## src/hdl/hvd_pkg.sv

```systemverilog
// Shared types, codes and score arithmetic for the HMM Viterbi decoder.
// Depends on nothing; every other file of the block but hvd_ram imports it.
`default_nettype none

package hvd_pkg;

	localparam int SCORE_W = 24;

	typedef logic signed [SCORE_W-1:0] score_t;

	// The most negative score stands for minus infinity.
	localparam score_t SCORE_FLOOR = 24'sh800000;
	localparam score_t SCORE_CEIL  = 24'sh7FFFFF;

	localparam logic [1:0] CMD_LOAD   = 2'd0;
	localparam logic [1:0] CMD_EMIT   = 2'd1;
	localparam logic [1:0] CMD_FINISH = 2'd2;

	localparam logic [1:0] ERR_OK    = 2'd0;
	localparam logic [1:0] ERR_ORDER = 2'd1;
	localparam logic [1:0] ERR_FULL  = 2'd2;
	localparam logic [1:0] ERR_EMPTY = 2'd3;

	typedef struct packed {
		logic [1:0] command;
		logic [2:0] from_state;
		logic [2:0] to_state;
		score_t     log_value;
	} item_t;

	typedef struct packed {
		logic [2:0] state_index;
		logic [5:0] time_index;
		score_t     best_score;
		logic       last;
		logic [1:0] error_code;
	} result_t;

	typedef struct packed {
		logic clear;
		logic en;
	} acs_ctl_t;

	// Saturating add; a floor operand makes the sum the floor.
	function automatic score_t sat_add(score_t a, score_t b);
		logic signed [SCORE_W:0] s;
		score_t r;
		s = $signed({a[SCORE_W-1], a}) + $signed({b[SCORE_W-1], b});
		if (a == SCORE_FLOOR || b == SCORE_FLOOR) begin
			r = SCORE_FLOOR;
		end else if (s[SCORE_W] != s[SCORE_W-1]) begin
			r = s[SCORE_W] ? SCORE_FLOOR : SCORE_CEIL;
		end else begin
			r = s[SCORE_W-1:0];
		end
		return r;
	endfunction

endpackage

`default_nettype wire

```

## src/hdl/hvd_ram.sv

```systemverilog
// Generic single-write, single-read RAM with registered read data.
// Depends on nothing.
`default_nettype none

module hvd_ram #(
	parameter int WIDTH = 8,
	parameter int DEPTH = 64,
	localparam int AW = $clog2(DEPTH)
) (
	input  logic             clk,
	input  logic             we,
	input  logic [AW-1:0]    waddr,
	input  logic [WIDTH-1:0] wdata,
	input  logic [AW-1:0]    raddr,
	output logic [WIDTH-1:0] rdata
);

	logic [WIDTH-1:0] mem_q [DEPTH];

	always_ff @(posedge clk) begin
		if (we) begin
			mem_q[waddr] <= wdata;
		end
		rdata <= mem_q[raddr];
	end

endmodule

`default_nettype wire

```

## src/hdl/hvd_acs.sv

```systemverilog
// Shared add-compare-select unit: one saturating add and one compare per cycle,
// keeping the running best score and its index. Depends on hvd_pkg.
`default_nettype none

module hvd_acs import hvd_pkg::*; #(
	parameter int NUM_STATES = 8,
	localparam int SW = $clog2(NUM_STATES)
) (
	input  logic          clk,
	input  acs_ctl_t      ctl,
	input  score_t        a,
	input  score_t        b,
	input  logic [SW-1:0] idx,
	output score_t        best,
	output logic [SW-1:0] ptr
);

	score_t cand;

	assign cand = sat_add(a, b);

	// Only a strictly greater candidate replaces the best, so ties keep the lowest index.
	always_ff @(posedge clk) begin
		if (ctl.clear) begin
			best <= SCORE_FLOOR;
			ptr  <= '0;
		end else if (ctl.en && cand > best) begin
			best <= cand;
			ptr  <= idx;
		end
	end

endmodule

`default_nettype wire

```

## src/hdl/hmm_viterbi_decoder_core.sv

```systemverilog
// Log-domain HMM Viterbi decoder. A transition load leaves the core idle and ready. An
// emission item runs through ST_ACS, where the shared add-compare-select unit handles
// one predecessor per cycle behind the registered read of the transition RAM, then ST_UPD
// stores the score and the backpointer. A finish item scans the final scores in ST_MAX to
// find the best final state, then alternates ST_TB_OUT and ST_TB_RD (the backpointer RAM
// read) per decoded state, from the last time step down to time 0; an output stall holds
// ST_TB_OUT. Error results pass through ST_ERR. There is no clearing pass.
// Depends on hvd_pkg, hvd_ram and hvd_acs.
`default_nettype none

module hmm_viterbi_decoder_core import hvd_pkg::*; #(
	parameter int NUM_STATES = 8,
	parameter int MAX_STEPS  = 64
) (
	input  logic    clk,
	input  logic    arst_n,
	input  logic    item_valid,
	output logic    item_ready,
	input  item_t   item,
	output logic    result_valid,
	input  logic    result_ready,
	output result_t result
);

	localparam int SW     = $clog2(NUM_STATES);
	localparam int NS_P2  = 2 ** SW;
	localparam int KW     = $clog2(NUM_STATES + 1);
	localparam int TW     = $clog2(MAX_STEPS);
	localparam int TCW    = $clog2(MAX_STEPS + 1);
	localparam int TBL_AW = 2 * SW;
	localparam int BP_AW  = TW + SW;

	localparam logic [2:0] ST_IDLE   = 3'd0;
	localparam logic [2:0] ST_ACS    = 3'd1;
	localparam logic [2:0] ST_UPD    = 3'd2;
	localparam logic [2:0] ST_MAX    = 3'd3;
	localparam logic [2:0] ST_TB_OUT = 3'd4;
	localparam logic [2:0] ST_TB_RD  = 3'd5;
	localparam logic [2:0] ST_ERR    = 3'd6;

	logic [2:0]     state_q;
	logic [KW-1:0]  k_q;
	logic [SW-1:0]  to_q;
	score_t         val_q;
	logic [1:0]     err_q;
	logic [SW-1:0]  exp_q;
	logic [TCW-1:0] tc_q;
	logic [SW-1:0]  st_q;
	logic [TW-1:0]  t_q;
	score_t         prev_q [NS_P2];
	score_t         cur_q  [NS_P2];
	result_t        result_q;
	logic           result_valid_q;

	logic          accept;
	logic          out_free;
	logic          seq_full;
	logic          order_bad;
	logic          load_ok;
	logic          restart;
	logic          step_end;
	logic          res_load;
	result_t       res_next;
	logic [SW-1:0] acs_idx;
	score_t        acs_b;
	acs_ctl_t      acs_ctl;
	score_t        acs_best;
	logic [SW-1:0] acs_ptr;
	score_t        new_score;
	logic          tbl_we;
	score_t        tbl_rdata;
	logic          bp_we;
	logic [SW-1:0] bp_rdata;

	assign item_ready   = (state_q == ST_IDLE);
	assign accept       = item_valid && item_ready;
	assign out_free     = !result_valid_q || result_ready;
	assign result_valid = result_valid_q;
	assign result       = result_q;

	assign seq_full  = (tc_q == TCW'(MAX_STEPS));
	assign order_bad = ({5'd0, item.to_state} != 8'(exp_q));
	assign load_ok   = ({5'd0, item.from_state} < 8'(NUM_STATES)) &&
	                   ({5'd0, item.to_state} < 8'(NUM_STATES));
	assign step_end  = (exp_q == SW'(NUM_STATES - 1));
	assign new_score = sat_add(acs_best, val_q);

	assign restart = (accept && item.command == CMD_FINISH && tc_q == '0) ||
	                 (state_q == ST_TB_OUT && out_free && t_q == '0);

	// During the add-compare-select the registered RAM data matches the previous count, so the index is k_q minus one.
	always_comb begin
		acs_idx = SW'(k_q);
		acs_b   = '0;
		if (state_q == ST_ACS) begin
			acs_idx = SW'(k_q - KW'(1));
			acs_b   = tbl_rdata;
		end
	end

	assign acs_ctl.clear = accept;
	assign acs_ctl.en    = (state_q == ST_ACS && k_q != '0) ||
	                       (state_q == ST_MAX && k_q < KW'(NUM_STATES));

	hvd_acs #(
		.NUM_STATES(NUM_STATES)
	) u_acs (
		.clk (clk),
		.ctl (acs_ctl),
		.a   (prev_q[acs_idx]),
		.b   (acs_b),
		.idx (acs_idx),
		.best(acs_best),
		.ptr (acs_ptr)
	);

	assign tbl_we = accept && item.command == CMD_LOAD && load_ok;

	hvd_ram #(
		.WIDTH(SCORE_W),
		.DEPTH(2 ** TBL_AW)
	) u_tbl_ram (
		.clk  (clk),
		.we   (tbl_we),
		.waddr({SW'(item.from_state), SW'(item.to_state)}),
		.wdata(item.log_value),
		.raddr({k_q[SW-1:0], to_q}),
		.rdata(tbl_rdata)
	);

	assign bp_we = (state_q == ST_UPD);

	hvd_ram #(
		.WIDTH(SW),
		.DEPTH(2 ** BP_AW)
	) u_bp_ram (
		.clk  (clk),
		.we   (bp_we),
		.waddr({tc_q[TW-1:0], to_q}),
		.wdata(acs_ptr),
		.raddr({t_q, st_q}),
		.rdata(bp_rdata)
	);

	always_comb begin
		res_load = 1'b0;
		res_next = '0;
		if (state_q == ST_ERR && out_free) begin
			res_load            = 1'b1;
			res_next.last       = 1'b1;
			res_next.error_code = err_q;
		end else if (state_q == ST_TB_OUT && out_free) begin
			res_load             = 1'b1;
			res_next.state_index = 3'(st_q);
			res_next.time_index  = 6'(t_q);
			res_next.best_score  = acs_best;
			res_next.last        = (t_q == '0);
			res_next.error_code  = ERR_OK;
		end
	end

	always_ff @(posedge clk or negedge arst_n) begin
		if (!arst_n) begin
			state_q <= ST_IDLE;
			k_q     <= '0;
		end else begin
			unique case (state_q)
				ST_IDLE: begin
					if (accept) begin
						k_q <= '0;
						case (item.command)
							CMD_EMIT: begin
								state_q <= (seq_full || order_bad) ? ST_ERR : ST_ACS;
							end
							CMD_FINISH: begin
								state_q <= (tc_q == '0) ? ST_ERR : ST_MAX;
							end
							default: begin
								state_q <= ST_IDLE;
							end
						endcase
					end
				end
				ST_ACS: begin
					k_q <= k_q + KW'(1);
					if (k_q == KW'(NUM_STATES)) begin
						state_q <= ST_UPD;
					end
				end
				ST_UPD: begin
					state_q <= ST_IDLE;
				end
				ST_MAX: begin
					k_q <= k_q + KW'(1);
					if (k_q == KW'(NUM_STATES)) begin
						state_q <= ST_TB_OUT;
					end
				end
				ST_TB_OUT: begin
					if (out_free) begin
						state_q <= (t_q == '0) ? ST_IDLE : ST_TB_RD;
					end
				end
				ST_TB_RD: begin
					state_q <= ST_TB_OUT;
				end
				ST_ERR: begin
					if (out_free) begin
						state_q <= ST_IDLE;
					end
				end
				default: begin
					state_q <= ST_IDLE;
				end
			endcase
		end
	end

	// Path scores and sequence position.
	always_ff @(posedge clk or negedge arst_n) begin
		if (!arst_n) begin
			for (int j = 0; j < NS_P2; j++) begin
				prev_q[j] <= (j == 0) ? '0 : SCORE_FLOOR;
				cur_q[j]  <= SCORE_FLOOR;
			end
			tc_q  <= '0;
			exp_q <= '0;
		end else if (restart) begin
			for (int j = 0; j < NS_P2; j++) begin
				prev_q[j] <= (j == 0) ? '0 : SCORE_FLOOR;
				cur_q[j]  <= SCORE_FLOOR;
			end
			tc_q  <= '0;
			exp_q <= '0;
		end else if (state_q == ST_UPD) begin
			if (step_end) begin
				// The last state of a step closes it: the new scores become the previous ones.
				for (int j = 0; j < NS_P2; j++) begin
					prev_q[j] <= (SW'(j) == to_q) ? new_score : cur_q[j];
					cur_q[j]  <= SCORE_FLOOR;
				end
				exp_q <= '0;
				tc_q  <= tc_q + TCW'(1);
			end else begin
				cur_q[to_q] <= new_score;
				exp_q       <= exp_q + SW'(1);
			end
		end
	end

	always_ff @(posedge clk) begin
		if (accept) begin
			to_q  <= SW'(item.to_state);
			val_q <= item.log_value;
			if (item.command == CMD_FINISH) begin
				err_q <= ERR_EMPTY;
			end else if (seq_full) begin
				err_q <= ERR_FULL;
			end else begin
				err_q <= ERR_ORDER;
			end
		end
		if (state_q == ST_MAX && k_q == KW'(NUM_STATES)) begin
			st_q <= acs_ptr;
			t_q  <= TW'(tc_q - TCW'(1));
		end else if (state_q == ST_TB_RD) begin
			st_q <= bp_rdata;
			t_q  <= t_q - TW'(1);
		end
		if (res_load) begin
			result_q <= res_next;
		end
	end

	always_ff @(posedge clk or negedge arst_n) begin
		if (!arst_n) begin
			result_valid_q <= 1'b0;
		end else if (res_load) begin
			result_valid_q <= 1'b1;
		end else if (result_ready) begin
			result_valid_q <= 1'b0;
		end
	end

endmodule

`default_nettype wire

```

## config.mk

```make
export PLATFORM = sky130hd
export DESIGN_NAME = hmm_viterbi_decoder_core
export DESIGN_NICKNAME = d
export VERILOG_FILES = /design/src/hdl/hvd_pkg.sv /design/src/hdl/hvd_ram.sv /design/src/hdl/hvd_acs.sv /design/src/hdl/hmm_viterbi_decoder_core.sv
export SDC_FILE = /design/constraint.sdc
export NUM_CORES = 2
export LEC_CHECK = 0
export BUFFER_PORTS_ARGS = -buffer_cell sky130_fd_sc_hd__buf_2
export CAP_MARGIN = 20
export CORE_ASPECT_RATIO = 0.5
export CORE_UTILIZATION = 35
export DETAILED_ROUTE_END_ITERATION = 6
export PLACE_DENSITY = 0.58
export SLEW_MARGIN = 10
export SYNTH_ARGS = -nofsm -noshare
export SYNTH_HDL_FRONTEND = slang
export SYNTH_HIERARCHICAL = 1
export SYNTH_SLANG_ARGS = --single-unit
```

## constraint.sdc

```tcl
create_clock -name clk -period 8.78 [get_ports clk]
set_input_delay 2.195 -clock clk [delete_from_list [all_inputs] [get_ports clk]]
set_output_delay 2.195 -clock clk [all_outputs]
set_load 0.02 [all_outputs]
```

Word level (Yosys, flattened, before mapping)
Memory sizes are Yosys's and may differ from the RTL's. A register that Yosys moved wholly into a read port is not among the register bits.
Cells that the tools add are included.
- $add $sub $neg: 8
- multipliers: 0
- div/mod/pow operators: 0
- $lt $le $gt $ge: 5
- equality and inequality tests: 30
- shift-type cells: 0
- muxes and demuxes: 61
- bitwise gates (word level): 3
- reduce and logical (&&, ||, !) cells: 35
- operators by type and width (cell ; count):
    $mux 192 ; 6
    $mux 24 ; 18
    $bwmux 192 ; 1
    $eq 24x24->1 const B ; 4
    $bmux 24 s3 ; 1
    $demux 24 s3 ; 1
    $add 24x24->25 ; 2
    $mux 3 ; 15
    $gt 24x24->1 ; 1
    $mux 7 ; 3
    $pmux 3 s6 ; 1
    $eq 3x3->1 const A ; 4
    $eq 3x3->1 const B ; 4
    $logic_and 1x1->1 ; 12
    $mux 6 ; 2
    $sub 6x1->6 const B ; 2
    $reduce_bool 2->1 ; 5
    $ge 4x4->1 const B ; 2
    $mux 1 ; 8
    $not 3->4 ; 2
    $pmux 4 s2 ; 1
    $add 7x1->7 const B ; 1
    $eq 7x7->1 const B ; 1
    $logic_not 7->1 ; 1
    29 further kinds ; 44
- register bits: 503
- latch bits: 0
- bits in writable memories: 3072
- bits in read-only memories: 0
- bits of input ports: 36
- output and inout bits: 38
- word-level logic and storage cells: 177
- memories: 2
- memories (memory ; depth ; bits a word ; rd ports ; clocked after memory_dff ; write ports ; RTL line ; RTL):
    u_bp_ram.mem_q ; 512 ; 3 ; 1 ; 1 ; 1 ; hvd_ram.sv:18 ; logic [WIDTH-1:0] mem_q [DEPTH];
    u_tbl_ram.mem_q ; 64 ; 24 ; 1 ; 1 ; 1 ; hvd_ram.sv:18 ;

Logic depth before layout (Yosys ltp)
- word-level depth: 12
- mapped depth: 32
- mapped depth without buffers: 26

Hierarchy
Netlist, hierarchy kept.
- modules (own cells, without submodules) (module ; instances ; cells an instance ; area each (µm²) ; sequential area each (µm²)):
    hvd_ram at u_bp_ram ; 1 ; 3446 ; 62271.0 ; 46184.3
    hvd_ram at u_tbl_ram ; 1 ; 2610 ; 59295.6 ; 46604.7
    hmm_viterbi_decoder_core ; 1 ; 2483 ; 25485.7 ; 12300.5
    hvd_acs ; 1 ; 404 ; 3083.0 ; 540.5

Least setup slack after synthesis
OpenSTA, ideal clock, no wires.
- path type: register -> register
- from: reg u_acs.ptr[0]
- to: mem u_bp_ram/mem_q[0][0] (netlist bit), data pin
- library setup time: 1.511 ns
- data arrival time: 6.525 ns
- required time: 7.269 ns
- setup slack: 0.744 ns
- cell stages (with the launch flop): 1
- path buffers: 0
- period minus slack after synthesis: 8.036 ns
- cell sequence: dfxtp_1
- RTL lines (element ; RTL line ; RTL):
    start, declared ; hvd_acs.sv:15 ; output logic [SW-1:0] ptr
    start signal, assigned ; hvd_acs.sv:29 ; ptr <= idx;
    end, declared ; hvd_ram.sv:18 ;
Straight into the memory's write port.

Worst setup path in the final report
- from: reg state_q[2]
- to: reg u_acs.best[16]
- word-level cells in the longest chain between the ends: 12
- elaborated cells between the ends (all ways): 23
- those cells by class: add/sub: 1; order compare: 1; eq/ne: 5; mux: 8; bitwise: 1; reduce/logical: 7
- ends and longest elaborated chain (element ; RTL line ; RTL):
    start, declared ; hmm_viterbi_decoder_core.sv:41 ; logic [2:0] state_q;
    start signal, assigned ; hmm_viterbi_decoder_core.sv:173 ; state_q <= (seq_full || order_bad) ? ST_ERR : ST_ACS;
    start signal, assigned ; hmm_viterbi_decoder_core.sv:176 ; state_q <= (tc_q == '0) ? ST_ERR : ST_MAX;
    start signal, assigned ; hmm_viterbi_decoder_core.sv:201 ; state_q <= (t_q == '0) ? ST_IDLE : ST_TB_RD;
    $eq 3x1->1 (*) ; hmm_viterbi_decoder_core.sv:95 ; if (state_q == ST_ACS) begin
    $mux 3 ; hmm_viterbi_decoder_core.sv:95 ;
    $not 3->4 (not written as such) ; hmm_viterbi_decoder_core.sv:110 ; .a (prev_q[acs_idx]),
    $bmux 24 s3 ; hmm_viterbi_decoder_core.sv:110 ;
    $mux 24 (not written as such) (2 in series) ; hmm_viterbi_decoder_core.sv:110 ;
    $add 24x24->25 ; hvd_pkg.sv:48 ; s = $signed({a[SCORE_W-1], a}) + $signed({b[SCORE_W-1], b});
    $mux 24 / $ne 1x1->1 (equally long branches) ; hvd_pkg.sv:52, hvd_pkg.sv:51 ;
    $mux 24 ; hvd_pkg.sv:51 ; end else if (s[SCORE_W] != s[SCORE_W-1]) begin
    $mux 24 (*) ; hvd_pkg.sv:49 ; if (a == SCORE_FLOOR || b == SCORE_FLOOR) begin
    named net u_acs.cand[10] ; hvd_acs.sv:18 ; score_t cand;
    $gt 24x24->1 (*) ; hvd_acs.sv:27 ; end else if (ctl.en && cand > best) begin
    $logic_and 1x1->1 (*) ; hvd_acs.sv:27 ;
    end signal, assigned ; hvd_acs.sv:28 ; best <= cand;
    end, declared ; hvd_acs.sv:14 ; output score_t best,
The timed path passes the listed nets; every way through them passes the cells marked *. The select of a mux whose other input is x is not followed.
A chain may end at the register's enable or synchronous reset.

==> flow_results.org <==
** Run status
- Status :: completed

** Placed design
- GPL Wtd Cong :: 0.868
- DPL Wire Length :: 236,000 µm
- Number of input and output port buffers inserted :: 73
- Worst slack at placement :: 0.512 ns

** Finish
- Relative to the synthesized area, the layout overhead comes to 11.8%.
- The final layout contains 9,080 nets.
- Combined area of the multi-input logic cells :: 41,400 µm²
- Share of layout cells above drive strength 1 :: 18.0%
- Final core utilization :: 39.5%
- Counting the fill cells in the layout gives 38,600.
- Registers take 106,000 µm².

** Logic synthesis
- Number of flops mapped to enable cells by yosys :: 3,146
- Top-area cell type share of the netlist area :: 62.9%
- Among all flip-flop cells after synthesis, the most frequent one is edfxtp_1.
- After synthesis, flip-flops and latches occupy 70.4% of the total area.
- In this run the mean area of a mapped cell was 16.8 µm².
- Synth area leader :: edfxtp_1
- Synthesis Warnings :: 6
- Ranked by total cell area, the synthesized netlist is headed by edfxtp_1 63%, mux4_2 9.2%, dfrtp_1 6.5%.
- The number of nets in the synthesized netlist is 9,063.
- After synthesis, the netlist uses 99 different library cells.
- Top post-synthesis cells by count :: 3,146 x edfxtp_1, 722 x nor2_1, 610 x mux4_2
- FFs w/ async S/R, synth :: 11.2%
- After synthesis the cells add up to 150,000 µm².
- Instance count of the mapped netlist :: 8,943
- #FFs+latches synth :: 3,602
- The most common cell in the synthesized netlist is edfxtp_1.

** GRT
- Number of global-route vias before repair :: 84,500
- Wire length of the first global-routing pass :: 591,000 µm
- Number of antenna violations at the first check in global routing :: 24
- Remaining global-route overflow :: 0
- For this run, the total global-route usage over all layers was measured as 18.2%.
- Entering global routing, the biggest net connects 257 pins.

** Floorplanning
- Initial core utilization :: 35.3%
- In this run the horizontal extent of the chip is 928 µm.
- Number of rows in the core area :: 169
- From bottom edge to top edge, the die measures 465 µm.
- The core region is 425,000 µm².
- Floorplan die area :: 432,000 µm²
- I/O pins :: 74

** Setup path
- The slowest stage of the critical path belongs to the cell a211oi_2.
- The critical path is of the register to register type.
- Required time reported for the critical path endpoint :: 9.60 ns
- Number of cells traversed by the worst register-to-register path :: 25
- Kind of capture point of the worst setup path :: register
- Largest driver fanout on the critical path :: 35
- In this design, the stage delay of the slowest critical-path cell is 0.75 ns.
- The worst setup path is launched from a register.
- Data arrives at the worst endpoint at 8.94 ns.

** Clocking
- CTS placed an instance of clkbuf_16 at the clock tree root.
- Clock latency on the worst-skew pair, taken at its later pin, is 0.92 ns.
- In this run the number of H-tree levels came out at 5.
- Hold repair after CTS inserted 0 buffers.
- Count of cells resized by post-cts repair :: 0
- Post-CTS clock slew at the launch and capture registers of the worst setup and hold paths :: 0.07 ns
- TritonCTS clock tree :: done
- Buffers inserted during clock tree synthesis total 346.
- The clock passes through at most 4 buffers.
- After clock tree synthesis, the setup repair step added 0 buffers.
- CTS Sinks :: 3,602

** STA
- Unrepaired setup endpoints after global routing :: no
- Rel. slew slack :: 22.3%
- Setup violations remaining at the end of the flow were counted as 0.
- Least setup slack across all paths after layout :: 0.662 ns
- Time the final worst path needs with I/O delays and setup :: 8.12 ns
- Max Slew Vio Count :: 0
- Static timing analysis puts the maximum clock frequency at 123 MHz.
- The hold violation count in the final report is 0.
- Fin Clk Skew :: 0.0460 ns
- The final critical path takes up 92.5% of the cycle.
- TNS Setup :: 0 ns
- Measured slew at the worst slew-check pin :: 1.17 ns

** Power and ir drop
- Static Leakage :: 55.2 nW
- Switching part of the total power :: 31.3%
- In this run, the clock network consumes 32.1% of the power.
- Switching power of the nets :: 14.4 mW
- The internal power of the cells totals 31.5 mW.
- Per report_power, the sequential group accounts for 44.6% of the total.
- Peak VDD IR :: 0.000388 V
- Power spread over the standard cell area amounts to 273 nW/µm².
- Proportion of power drawn by combinational gates :: 23.3%

** Route
- Using the TritonRoute via totals, the vias-per-cell ratio works out to 5.72.
- Once detail routing completed, the nets flagged for antenna violations numbered 0.
- Initial DRC Count :: 8,984
- The final layout contains routed wiring with a total length of 407,000 µm.
- Vias :: 85,600
- In the final routed layout, each cell accounts on average for 27.2 µm.
- The first detailed-routing pass took 6 iterations.
- For this run, design rule violations remaining after detail routing come to 0.

** Job
- The tool flagged a number of max-cap violations equal to 0.

** Min path
- Worst Hold Depth :: 2
- HP Class :: register to register
-- flip-flops by register name (all words and copies together), names as in the netlist, 4 cells and up --
| name | count |
|---|---|
| k_q | 4 |
| u_bp_ram/mem_q | 1536 |
| result | 36 |
| prev_q | 192 |
| u_acs/best | 24 |
| cur_q | 192 |
| tc_q | 7 |
| u_tbl_ram/rdata | 24 |
| t_q | 6 |
| val_q | 24 |
| u_tbl_ram/mem_q | 1536 |
-- layout make-up --
class                   count  area share, %
clock inverters           161          0.901
well taps                5728           4.27
repair buffers            320           1.48
flip-flops and latches   3602           62.9
multi-input cells        4633           24.7
clock buffers             456           5.61
diodes                     10         0.0149
inverters                  57          0.130
-- power by group through the flow --
stage                     Clock (mW)  Sequential (mW)  Combinational, mW
after global placement             0             20.8               10.5
after detailed placement           0             20.8               10.6
final                           14.7             20.5               10.7
after CTS                       15.0             20.5               10.6
after global routing            15.6             20.5               11.5
after floorplan                    0             21.2               6.67
-- per-stage QoR --
stage	instances	cell area [µm²]	power (mW)	hold slack, ns
after floorplan	8943	150000	27.8	0.438
after global placement	14300	157000	31.3	0.449
after detailed placement	14300	157000	31.4	0.453
after CTS	15000	168000	46.1	0.462
after global routing	15000	168000	47.6	0.494
final	15000	168000	45.9	0.469
-- final timing paths --
path                            startpoint             end  slack, ns
worst min register to register  cur_q[167]      cur_q[167]       0.47
worst min-delay path            cur_q[167]      cur_q[167]       0.47
min in group asynchronous           arst_n       cur_q[73]       1.38
max in group asynchronous           arst_n      prev_q[18]       5.79
worst max-delay path            state_q[2]  u_acs/best[16]       0.66
worst max register to register  state_q[2]  u_acs/best[16]       0.66
-- cell usage in the layout, fill, tap and decap left out, drive strengths merged, types with 106 or more instances in the layout --
cell,count
buf,320
clkbuf,456
a221oi,241
dfrtp,387
nor2,722
edfxtp,3146
o221ai,131
a21oi,359
mux4,654
a22oi,594
o22ai,114
nand2,479
o21ai,106
clkinv,117
mux2i,388
-- cells by family after synthesis --
| kind of cell | share of synthesized area [%] |
|---|---|
| flops | 70.4 |
| compound gates | 8.42 |
| simple gates | 4.71 |
| mux | 13.1 |
| buf+inv | 2.43 |
| fa+ha+maj | 0.710 |
| xor+xnor | 0.314 |
-- worst max-delay path, delay by kind of cell, from the launching register on --
family | cells | cell delay (ns)
compound gates | 8 | 2.52
fa+ha+maj | 2 | 0.72
xor+xnor | 1 | 0.19
simple gates | 11 | 2.81
buf+inv | 2 | 0.63
flops | 1 | 0.49
mux | 1 | 0.58
-- metal layers --
layer	routed length, µm	GRT usage [%]	up-vias
li1	-	-	36300
met1	173000	25.3	45400
met2	193000	29.7	3181
met3	27300	2.75	667
met4	13500	5.70	6
met5	41	0	-
No activity file was read; power rests on OpenSTA's default activity.
